### src/hdl/rrle_pkg.sv
`timescale 1ns / 1ps
`default_nettype none

package rrle_pkg;

    localparam int RING_DEPTH_DEF = 128;
    localparam int MIN_RUN_DEF    = 3;
    localparam int BYTE_W         = 8;
    localparam int CNT_W          = 7;

    localparam logic OP_PUSH  = 1'b0;
    localparam logic OP_FLUSH = 1'b1;

    typedef enum logic [3:0] {
        ST_IDLE,
        ST_SCAN_START,
        ST_SCAN_RD,
        ST_SCAN_CMP,
        ST_DECIDE,
        ST_HDR,
        ST_REP_BYTE,
        ST_LIT_RD,
        ST_LIT_EMIT,
        ST_FINISH
    } t_state;

    typedef struct packed {
        logic              byte_valid;
        logic [BYTE_W-1:0] data;
        logic              done;
    } t_pack_ctl;

    typedef struct packed {
        logic byte_ready;
        logic done_ready;
    } t_pack_sts;

endpackage

`default_nettype wire

### src/hdl/rrle_in_if.sv
`timescale 1ns / 1ps
`default_nettype none

interface rrle_in_if;
    import rrle_pkg::*;

    logic              valid;
    logic              ready;
    logic              opcode;
    logic [BYTE_W-1:0] data_byte;

    modport source (output valid, output opcode, output data_byte, input ready);
    modport sink   (input valid, input opcode, input data_byte, output ready);
endinterface

`default_nettype wire

### src/hdl/rrle_out_if.sv
`timescale 1ns / 1ps
`default_nettype none

interface rrle_out_if;
    import rrle_pkg::*;

    logic              valid;
    logic              ready;
    logic [BYTE_W-1:0] first_byte;
    logic [BYTE_W-1:0] second_byte;
    logic              second_valid;
    logic              last;

    modport source (output valid, output first_byte, output second_byte,
                    output second_valid, output last, input ready);
    modport sink   (input valid, input first_byte, input second_byte,
                    input second_valid, input last, output ready);
endinterface

`default_nettype wire

### src/hdl/ring_rle_byte_encoder.sv
`timescale 1ns / 1ps
`default_nettype none

// Channel   Dir  Fields                                         Handshake
// i_in      in   opcode[0], data_byte[7:0]                      valid/ready
// o_out     out  first_byte[7:0], second_byte[7:0],             valid/ready
//                second_valid, last
//
// Each item walks the pending bytes through the ring's registered read port:
// scan start, then a read state and a compare state per byte scanned, then
// decide. Each emitted block adds a header, then the repeat byte or a read and
// an emit state per literal byte, and the scan starts again. An empty ring goes
// from scan start straight to finish.
// i_in.ready is high only between items.
// Synchronous reset empties the ring pointers; ring contents need no clearing.
// A stalled o_out holds the sequencer at the next byte or at the end of the item;
// one finished word waits in the output register while the next item is taken.

module ring_rle_byte_encoder
    import rrle_pkg::*;
#(
    parameter int RING_DEPTH = RING_DEPTH_DEF,
    parameter int MIN_RUN    = MIN_RUN_DEF
) (
    input  wire logic  i_clk,
    input  wire logic  i_rst_n,
    rrle_in_if.sink    i_in,
    rrle_out_if.source o_out
);

    localparam int PTR_W                 = $clog2(RING_DEPTH);
    localparam logic [PTR_W:0] DEPTH_X   = (PTR_W+1)'(RING_DEPTH);
    localparam logic [PTR_W-1:0] LAST_IX = PTR_W'(RING_DEPTH - 1);
    localparam logic [PTR_W-1:0] MAX_BLK = PTR_W'(RING_DEPTH - 1);
    localparam logic [PTR_W-1:0] RUN_MIN = PTR_W'(MIN_RUN);

    function automatic logic [PTR_W-1:0] ring_inc(input logic [PTR_W-1:0] p);
        ring_inc = (p == LAST_IX) ? '0 : p + 1'b1;
    endfunction

    function automatic logic [PTR_W-1:0] ring_add(input logic [PTR_W-1:0] p,
                                                  input logic [PTR_W-1:0] n);
        logic [PTR_W:0] s;
        s = {1'b0, p} + {1'b0, n};
        ring_add = (s >= DEPTH_X) ? PTR_W'(s - DEPTH_X) : s[PTR_W-1:0];
    endfunction

    function automatic logic [PTR_W-1:0] ring_dist(input logic [PTR_W-1:0] from,
                                                   input logic [PTR_W-1:0] to);
        ring_dist = (to >= from) ? to - from
                                 : PTR_W'({1'b0, to} + DEPTH_X - {1'b0, from});
    endfunction

    t_state            r_state, n_state;
    logic [PTR_W-1:0]  r_head, n_head;
    logic [PTR_W-1:0]  r_tail, n_tail;
    logic [PTR_W-1:0]  r_idx, n_idx;
    logic [PTR_W-1:0]  r_pos, n_pos;
    logic [PTR_W-1:0]  r_len, n_len;
    logic [PTR_W-1:0]  r_pend, n_pend;
    logic [PTR_W-1:0]  r_cnt, n_cnt;
    logic              r_rep, n_rep;
    logic              r_flush, n_flush;
    logic [BYTE_W-1:0] r_prev, n_prev;
    logic              r_prev_valid, n_prev_valid;

    logic              wr_en;
    logic [PTR_W-1:0]  rd_addr;
    logic [BYTE_W-1:0] rd_data;
    t_pack_ctl         w_ctl;
    t_pack_sts         w_sts;

    logic              run;
    logic              rep;
    logic [PTR_W-1:0]  cnt;

    rrle_ring #(
        .RING_DEPTH(RING_DEPTH)
    ) u_ring (
        .i_clk     (i_clk),
        .i_wr_en   (wr_en),
        .i_wr_addr (r_head),
        .i_wr_data (i_in.data_byte),
        .i_rd_addr (rd_addr),
        .o_rd_data (rd_data)
    );

    rrle_pack u_pack (
        .i_clk   (i_clk),
        .i_rst_n (i_rst_n),
        .i_ctl   (w_ctl),
        .o_sts   (w_sts),
        .o_out   (o_out)
    );

    assign i_in.ready = (r_state == ST_IDLE);
    assign rd_addr    = (r_state == ST_SCAN_RD) ? r_idx : r_tail;

    always_comb begin
        n_state      = r_state;
        n_head       = r_head;
        n_tail       = r_tail;
        n_idx        = r_idx;
        n_pos        = r_pos;
        n_len        = r_len;
        n_pend       = r_pend;
        n_cnt        = r_cnt;
        n_rep        = r_rep;
        n_flush      = r_flush;
        n_prev       = r_prev;
        n_prev_valid = r_prev_valid;
        wr_en        = 1'b0;

        run = (r_len >= RUN_MIN);
        rep = run && (r_pos == r_len);
        cnt = run ? (rep ? r_len : r_pos - r_len) : r_pend;

        w_ctl.byte_valid = r_state inside {ST_HDR, ST_REP_BYTE, ST_LIT_EMIT};
        w_ctl.done       = (r_state == ST_FINISH);
        case (r_state)
            ST_HDR:      w_ctl.data = {r_rep, CNT_W'(r_cnt)};
            ST_REP_BYTE: w_ctl.data = r_prev;
            default:     w_ctl.data = rd_data;
        endcase

        case (r_state)
            ST_IDLE: begin
                if (i_in.valid) begin
                    n_flush = (i_in.opcode == OP_FLUSH);
                    if (i_in.opcode == OP_PUSH && ring_inc(r_head) != r_tail) begin
                        wr_en  = 1'b1;
                        n_head = ring_inc(r_head);
                    end
                    n_state = ST_SCAN_START;
                end
            end
            ST_SCAN_START: begin
                n_pend       = ring_dist(r_tail, r_head);
                n_idx        = r_tail;
                n_pos        = '0;
                n_len        = PTR_W'(1);
                n_prev_valid = 1'b0;
                n_state      = (r_head == r_tail) ? ST_FINISH : ST_SCAN_RD;
            end
            ST_SCAN_RD: begin
                n_state = ST_SCAN_CMP;
            end
            ST_SCAN_CMP: begin
                if (r_prev_valid && rd_data == r_prev) begin
                    n_len = r_len + 1'b1;
                end else begin
                    n_len = PTR_W'(1);
                end
                if (!(r_prev_valid && rd_data == r_prev) && run) begin
                    n_len   = r_len;
                    n_state = ST_DECIDE;
                end else begin
                    n_prev       = rd_data;
                    n_prev_valid = 1'b1;
                    n_idx        = ring_inc(r_idx);
                    n_pos        = r_pos + 1'b1;
                    n_state      = (r_pos + 1'b1 == r_pend) ? ST_DECIDE : ST_SCAN_RD;
                end
            end
            ST_DECIDE: begin
                n_cnt = cnt;
                n_rep = rep;
                if (cnt == '0 || (cnt == r_pend && cnt < MAX_BLK && !r_flush)) begin
                    n_state = ST_FINISH;
                end else begin
                    n_state = ST_HDR;
                end
            end
            ST_HDR: begin
                if (w_sts.byte_ready) begin
                    n_state = r_rep ? ST_REP_BYTE : ST_LIT_RD;
                end
            end
            ST_REP_BYTE: begin
                if (w_sts.byte_ready) begin
                    n_tail  = ring_add(r_tail, r_cnt);
                    n_state = ST_SCAN_START;
                end
            end
            ST_LIT_RD: begin
                n_state = ST_LIT_EMIT;
            end
            ST_LIT_EMIT: begin
                if (w_sts.byte_ready) begin
                    n_tail  = ring_inc(r_tail);
                    n_cnt   = r_cnt - 1'b1;
                    n_state = (r_cnt == PTR_W'(1)) ? ST_SCAN_START : ST_LIT_RD;
                end
            end
            ST_FINISH: begin
                if (w_sts.done_ready) begin
                    n_state = ST_IDLE;
                end
            end
            default: begin
                n_state = ST_IDLE;
            end
        endcase
    end

    always_ff @(posedge i_clk) begin
        if (!i_rst_n) begin
            r_state <= ST_IDLE;
            r_head  <= '0;
            r_tail  <= '0;
        end else begin
            r_state <= n_state;
            r_head  <= n_head;
            r_tail  <= n_tail;
        end
    end

    always_ff @(posedge i_clk) begin
        r_idx        <= n_idx;
        r_pos        <= n_pos;
        r_len        <= n_len;
        r_pend       <= n_pend;
        r_cnt        <= n_cnt;
        r_rep        <= n_rep;
        r_flush      <= n_flush;
        r_prev       <= n_prev;
        r_prev_valid <= n_prev_valid;
    end

    a_head_frozen: assert property (@(posedge i_clk) disable iff (!i_rst_n)
        (r_state != ST_IDLE) |=> (r_head == $past(r_head)))
        else $error("head moved while an item was in progress");

    a_block_size: assert property (@(posedge i_clk) disable iff (!i_rst_n)
        (r_state == ST_HDR) |-> (r_cnt != '0 && r_cnt <= r_pend))
        else $error("block count outside pending bytes");

    a_scan_bound: assert property (@(posedge i_clk) disable iff (!i_rst_n)
        (r_state == ST_SCAN_CMP) |-> (r_pos < r_pend))
        else $error("scan ran past the head");

    a_lit_count: assert property (@(posedge i_clk) disable iff (!i_rst_n)
        (r_state == ST_LIT_EMIT) |-> (r_cnt != '0))
        else $error("literal byte emitted with no count left");

endmodule

`default_nettype wire

### src/hdl/rrle_ring.sv
`timescale 1ns / 1ps
`default_nettype none

module rrle_ring
    import rrle_pkg::*;
#(
    parameter int RING_DEPTH = RING_DEPTH_DEF,
    localparam int PTR_W = $clog2(RING_DEPTH)
) (
    input  wire logic              i_clk,
    input  wire logic              i_wr_en,
    input  wire logic [PTR_W-1:0]  i_wr_addr,
    input  wire logic [BYTE_W-1:0] i_wr_data,
    input  wire logic [PTR_W-1:0]  i_rd_addr,
    output logic      [BYTE_W-1:0] o_rd_data
);

    logic [BYTE_W-1:0] r_mem [RING_DEPTH];

    always_ff @(posedge i_clk) begin
        if (i_wr_en) begin
            r_mem[i_wr_addr] <= i_wr_data;
        end
    end

    always_ff @(posedge i_clk) begin
        o_rd_data <= r_mem[i_rd_addr];
    end

endmodule

`default_nettype wire

### src/hdl/rrle_pack.sv
`timescale 1ns / 1ps
`default_nettype none

module rrle_pack
    import rrle_pkg::*;
(
    input  wire logic      i_clk,
    input  wire logic      i_rst_n,
    input  wire t_pack_ctl i_ctl,
    output t_pack_sts      o_sts,
    rrle_out_if.source     o_out
);

    logic              r_stg_valid, n_stg_valid;
    logic              r_stg_full, n_stg_full;
    logic [BYTE_W-1:0] r_stg_first, n_stg_first;
    logic [BYTE_W-1:0] r_stg_second, n_stg_second;

    logic              r_out_valid, n_out_valid;
    logic [BYTE_W-1:0] r_out_first, n_out_first;
    logic [BYTE_W-1:0] r_out_second, n_out_second;
    logic              r_out_sv, n_out_sv;
    logic              r_out_last, n_out_last;

    logic out_free;
    logic byte_take;
    logic done_take;
    logic push_out;

    always_comb begin
        out_free         = !r_out_valid || o_out.ready;
        o_sts.byte_ready = !r_stg_full || out_free;
        o_sts.done_ready = !r_stg_valid || out_free;
        byte_take        = i_ctl.byte_valid && o_sts.byte_ready;
        done_take        = i_ctl.done && o_sts.done_ready;
        push_out         = (byte_take && r_stg_full) || (done_take && r_stg_valid);

        n_out_valid  = r_out_valid;
        n_out_first  = r_out_first;
        n_out_second = r_out_second;
        n_out_sv     = r_out_sv;
        n_out_last   = r_out_last;
        if (push_out) begin
            n_out_valid  = 1'b1;
            n_out_first  = r_stg_first;
            n_out_second = r_stg_second;
            n_out_sv     = r_stg_full;
            n_out_last   = done_take;
        end else if (o_out.ready) begin
            n_out_valid = 1'b0;
        end

        n_stg_valid  = r_stg_valid;
        n_stg_full   = r_stg_full;
        n_stg_first  = r_stg_first;
        n_stg_second = r_stg_second;
        if (byte_take) begin
            if (!r_stg_valid || r_stg_full) begin
                n_stg_valid  = 1'b1;
                n_stg_full   = 1'b0;
                n_stg_first  = i_ctl.data;
                n_stg_second = '0;
            end else begin
                n_stg_full   = 1'b1;
                n_stg_second = i_ctl.data;
            end
        end else if (done_take) begin
            n_stg_valid = 1'b0;
            n_stg_full  = 1'b0;
        end
    end

    always_ff @(posedge i_clk) begin
        if (!i_rst_n) begin
            r_stg_valid <= 1'b0;
            r_stg_full  <= 1'b0;
            r_out_valid <= 1'b0;
        end else begin
            r_stg_valid <= n_stg_valid;
            r_stg_full  <= n_stg_full;
            r_out_valid <= n_out_valid;
        end
    end

    always_ff @(posedge i_clk) begin
        r_stg_first  <= n_stg_first;
        r_stg_second <= n_stg_second;
        r_out_first  <= n_out_first;
        r_out_second <= n_out_second;
        r_out_sv     <= n_out_sv;
        r_out_last   <= n_out_last;
    end

    assign o_out.valid        = r_out_valid;
    assign o_out.first_byte   = r_out_first;
    assign o_out.second_byte  = r_out_second;
    assign o_out.second_valid = r_out_sv;
    assign o_out.last         = r_out_last;

    a_full_has_stage: assert property (@(posedge i_clk) disable iff (!i_rst_n)
        r_stg_full |-> r_stg_valid)
        else $error("staged pair full without a first byte");

    a_single_zero: assert property (@(posedge i_clk) disable iff (!i_rst_n)
        (r_out_valid && !r_out_sv) |-> (r_out_second == '0))
        else $error("unpaired word carries a nonzero second byte");

    a_no_word_and_done: assert property (@(posedge i_clk) disable iff (!i_rst_n)
        !(i_ctl.byte_valid && i_ctl.done))
        else $error("byte and end of item offered together");

endmodule

`default_nettype wire

### src/flat_wrapper.sv
// flat-port wrapper written by rule: the top's interface ports become plain ports
module ring_rle_byte_encoder_flat import rrle_pkg::*;
#(
    parameter int RING_DEPTH = RING_DEPTH_DEF,
    parameter int MIN_RUN    = MIN_RUN_DEF
)
  (i_clk, i_rst_n, i_in_valid, i_in_opcode, i_in_data_byte, i_in_ready, o_out_valid, o_out_first_byte, o_out_second_byte, o_out_second_valid, o_out_last, o_out_ready);
  rrle_in_if i_in_i ();
  rrle_out_if o_out_i ();
  input  wire logic i_clk;
  input  wire logic i_rst_n;
  input wire logic [$bits(i_in_i.valid)-1:0] i_in_valid;
  input wire logic [$bits(i_in_i.opcode)-1:0] i_in_opcode;
  input wire logic [$bits(i_in_i.data_byte)-1:0] i_in_data_byte;
  output wire logic [$bits(i_in_i.ready)-1:0] i_in_ready;
  output wire logic [$bits(o_out_i.valid)-1:0] o_out_valid;
  output wire logic [$bits(o_out_i.first_byte)-1:0] o_out_first_byte;
  output wire logic [$bits(o_out_i.second_byte)-1:0] o_out_second_byte;
  output wire logic [$bits(o_out_i.second_valid)-1:0] o_out_second_valid;
  output wire logic [$bits(o_out_i.last)-1:0] o_out_last;
  input wire logic [$bits(o_out_i.ready)-1:0] o_out_ready;
  assign i_in_i.valid = i_in_valid;
  assign i_in_i.opcode = i_in_opcode;
  assign i_in_i.data_byte = i_in_data_byte;
  assign i_in_ready = i_in_i.ready;
  assign o_out_valid = o_out_i.valid;
  assign o_out_first_byte = o_out_i.first_byte;
  assign o_out_second_byte = o_out_i.second_byte;
  assign o_out_second_valid = o_out_i.second_valid;
  assign o_out_last = o_out_i.last;
  assign o_out_i.ready = o_out_ready;
  ring_rle_byte_encoder #(.RING_DEPTH(RING_DEPTH), .MIN_RUN(MIN_RUN)) u_core (.i_clk(i_clk), .i_rst_n(i_rst_n), .i_in(i_in_i), .o_out(o_out_i));
endmodule
### config.mk
export PLATFORM = sky130hd
export DESIGN_NAME = ring_rle_byte_encoder_flat
export DESIGN_NICKNAME = d
export VERILOG_FILES = /design/src/hdl/rrle_pkg.sv /design/src/hdl/rrle_in_if.sv /design/src/hdl/rrle_out_if.sv /design/src/hdl/ring_rle_byte_encoder.sv /design/src/hdl/rrle_ring.sv /design/src/hdl/rrle_pack.sv /design/src/flat_wrapper.sv
export SDC_FILE = /design/constraint.sdc
export NUM_CORES = 2
export LEC_CHECK = 0
export ABC_CLOCK_PERIOD_IN_PS = 4100
export BUFFER_PORTS_ARGS = -buffer_cell sky130_fd_sc_hd__buf_2
export CORE_MARGIN = 10
export CORE_UTILIZATION = 30
export DETAILED_ROUTE_END_ITERATION = 8
export PLACE_DENSITY = 0.5
export SKIP_CTS_REPAIR_TIMING = 1
export SLEW_MARGIN = 5
export SYNTH_ARGS = -nofsm -noshare
export SYNTH_HDL_FRONTEND = slang
export SYNTH_SLANG_ARGS = --single-unit
### constraint.sdc
create_clock -name i_clk -period 4.1 [get_ports i_clk]
set_input_delay 0.205 -clock i_clk [delete_from_list [all_inputs] [get_ports i_clk]]
set_output_delay 0.205 -clock i_clk [all_outputs]
set_load 0.01 [all_outputs]
==> flow_metrics.env <==
export IMPL_drtIter0Drc=2642
export IMPL_final_min_clock_period_ns=3.96
export IMPL_hold_depth=1
export IMPL_worstPathCellList="or4b_1 > mux2i_4 > nand2_1 > buf_4 > o22ai_1 > or4_1 > a21oi_1 > nor4_1 > and3_1"
export IMPL_hp_class="input port to register"
export IMPL_grt_pass1_wl_um=184000
export IMPL_clock_sinks=1133
export IMPL_end_kind="register"
export IMPL_dp_hpwl_um=82700
export IMPL_tns_ns=0
export IMPL_core_um2=152000
export IMPL_post_route_util=0.351
export IMPL_arrival_ns=4.60
export IMPL_routed_via_density=5.00
export IMPL_synthArstFlopShare=0
export IMPL_synth_edf_count=1104
export IMPL_cts_buffer_depth=3
export IMPL_crit_slowest_cell="or4b_1"
export IMPL_antennaDiodeCount=0
export IMPL_syn_nets=2874
export IMPL_rsz0062_at_grt="false"
export IMPL_avgSynthCellArea_um2=16.2
export IMPL_antenna_found_initial=4
export IMPL_grt_pass1_vias=25400
export IMPL_holdPathEnd="u_core.u_ring.r_mem[6][7]$_DFFE_PP_"
export IMPL_final_hold_viol_count=0
export IMPL_synthCells=2833
export IMPL_synthFlopType="edfxtp_1"
export IMPL_setup_viol=0
export IMPL_num_vias=25800
export IMPL_cp_start_kind="register"
export IMPL_drv_cap=0
export IMPL_fill_cells=14400
export IMPL_drive_gt1_frac=0.166
export IMPL_gr_total_overflow=0
export IMPL_reg2regPathDepth=9
export IMPL_synthDistinctLibCells=68
export IMPL_worst_pin_slew_ns=1.26
export IMPL_wl_per_cell_um=24.6
export IMPL_clk_pin_slew_worst_paths_ns=0.06
export IMPL_die_w_um=412
export IMPL_die_h_um=412
export IMPL_die_area_um2=169000
export IMPL_clock_latency_ns=0.75
export IMPL_synth_largest_area_cell="edfxtp_1"
export IMPL_outcome="complete, no violations"
export IMPL_cpPeakStageDelay_ns=0.77
export IMPL_ant_nets=0
export IMPL_cts_max_level=3
export IMPL_worst_r2r_setup_slack_ns=0.14
export IMPL_syn_area_um2=46000
export IMPL_ctsRootBufferMaster="clkbuf_16"
export IMPL_crit_required_ns=4.74
export IMPL_clock_skew_ns=0.0287
export IMPL_synth_area_leaders="edfxtp_1, mux2i_1, mux4_2, nand2_1, o22ai_1"
export IMPL_io_buffers=32
export IMPL_ys_ff_latch=1133
export IMPL_rows=143
export IMPL_max_slew_margin=0.161
export IMPL_cts_tree="done"
export IMPL_regToRegStartpoint="u_core.r_state[3]$_SDFFE_PN0P_"
export IMPL_r2r_end="u_core.u_ring.o_rd_data[2]$_DFF_P_"
export IMPL_synthTopCellsByCount="edfxtp_1, mux2i_1, nand2_1"
export IMPL_ys_seq_area_frac=0.733
export IMPL_gp_congestion=0.828
export IMPL_yosysTopAreaCellShare=0.720
export IMPL_synthMostInstantiatedCell="edfxtp_1"
export IMPL_drt_first_pass_iters=7
export IMPL_synthToLayoutAreaGrowth_pct=16.2
export IMPL_grt_usage=0.146
export IMPL_fin_nets=3069
export IMPL_drcViolationCount=0
export IMPL_vdd_ir_drop_max_mv=0.377
export IMPL_cts_made_buffers=117
export IMPL_power_leakage_nw=18.5
export IMPL_powerDensity_nw_per_um2=612
export IMPL_clock_fmax_mhz=252
export IMPL_cp_max_fo=16
export IMPL_path_class="register to register"
export IMPL_min_from="i_in_data_byte[7]"
export IMPL_ioPinCount=33
export IMPL_min_period_over_period=0.966
export IMPL_drv_slew=0
export IMPL_grt_max_degree=96
export IMPL_totalWireLength_um=127000
export IMPL_yosys_warnings=0
export IMPL_start_util=0.302
state kept, by name, summed over array words and instances, names as in the netlist, 4 cells and up:
name	flops
u_core.u_pack.r_stg_second	8
u_core.r_state	4
u_core.u_ring.r_mem	1024
u_core.u_pack.o_out.second_byte	8
u_core.r_tail	7
u_core.r_pend	7
u_core.u_ring.o_rd_data	8
u_core.u_pack.o_out.first_byte	8
u_core.r_cnt	7
u_core.r_idx	7
u_core.r_head	7
u_core.u_pack.r_stg_first	8
u_core.r_pos	7
u_core.r_prev	8
u_core.r_len	7
cell type report:
cell class | count | area [µm²] | area share
Timing Repair Buffer | 226 | 1880 | 0.0351
Sequential cell | 1133 | 33700 | 0.631
Inverter | 39 | 146 | 0.00274
Tap cell | 2030 | 2540 | 0.0475
Clock buffer | 137 | 3020 | 0.0566
Clock inverter | 81 | 707 | 0.0132
Multi-Input combinational cell | 1511 | 11400 | 0.214
how the worst max path moves through the flow:
stage                                   startpoint                                   end  slack [ns]
finish              u_core.r_state[3]$_SDFFE_PN0P_    u_core.u_ring.o_rd_data[2]$_DFF_P_        0.14
CTS                 u_core.r_state[3]$_SDFFE_PN0P_    u_core.u_ring.o_rd_data[2]$_DFF_P_        0.18
detailed placement  u_core.r_state[3]$_SDFFE_PN0P_    u_core.u_ring.o_rd_data[2]$_DFF_P_        0.20
floorplan           u_core.r_state[2]$_SDFFE_PN0P_  u_core.u_ring.r_mem[51][0]$_DFFE_PP_        0.88
global placement    u_core.r_state[3]$_SDFFE_PN0P_    u_core.u_ring.o_rd_data[2]$_DFF_P_        0.20
global route        u_core.r_state[3]$_SDFFE_PN0P_    u_core.u_ring.o_rd_data[2]$_DFF_P_        0.04
metal layers:
layer / GRT usage / vias to the layer above / wire length (µm)
met5: 0 / - / 18
met4: 0.0368 / 4 / 2910
met3: 0.0390 / 178 / 9760
met2: 0.223 / 888 / 57100
met1: 0.206 / 13200 / 56900
li1: - / 11500 / -
worst max-delay path: cells and delay by family, from the launching register on:
| kind | cells | cell delay [ns] |
|---|---|---|
| and+or+nand+nor | 5 | 2.15 |
| AOI/OAI and AO/OA | 2 | 0.66 |
| buffers and inverters | 1 | 0.37 |
| DFF | 1 | 0.35 |
| muxes | 1 | 0.30 |
stage by stage:
step	cells	total power, mW	worst slack [ns]	cell area [µm²]	hold WS, ns
after floorplan	2833	19.3	0.882	46000	0.304
after global placement	4933	22.6	0.201	49700	0.406
after detailed placement	4933	22.5	0.200	49700	0.405
after CTS	5151	33.0	0.184	53400	-0.285
after global routing	5157	34.1	0.0424	53500	0.0211
final	5157	32.7	0.138	53500	0.0216
where the power goes:
part / switching (mW) / internal [mW] / total [mW]
Sequential: 0.510 / 13.2 / 13.7
Clock: 4.54 / 5.90 / 10.4
Combinational: 5.19 / 3.38 / 8.57
cell usage in the layout, fill, tap and decap left out, drive strengths merged, types with 37 or more instances in the layout:
| master | n |
|---|---|
| buf | 220 |
| xnor2 | 37 |
| or4 | 46 |
| a21oi | 145 |
| inv | 45 |
| nor2 | 203 |
| mux4 | 98 |
| nand3 | 37 |
| clkbuf | 137 |
| nand2 | 227 |
| mux2i | 259 |
| clkinv | 59 |
| o22ai | 129 |
| edfxtp | 1104 |
logic make-up after synthesis:
logic type	share of synthesized area
and+or+nand+nor	0.0657
muxes	0.106
buffers and inverters	0.0197
adders and majority gates	0.00810
AOI/OAI and AO/OA	0.0560
DFF	0.733
xor gates and xnor gates	0.0120
(Power assumes the default switching activity.)
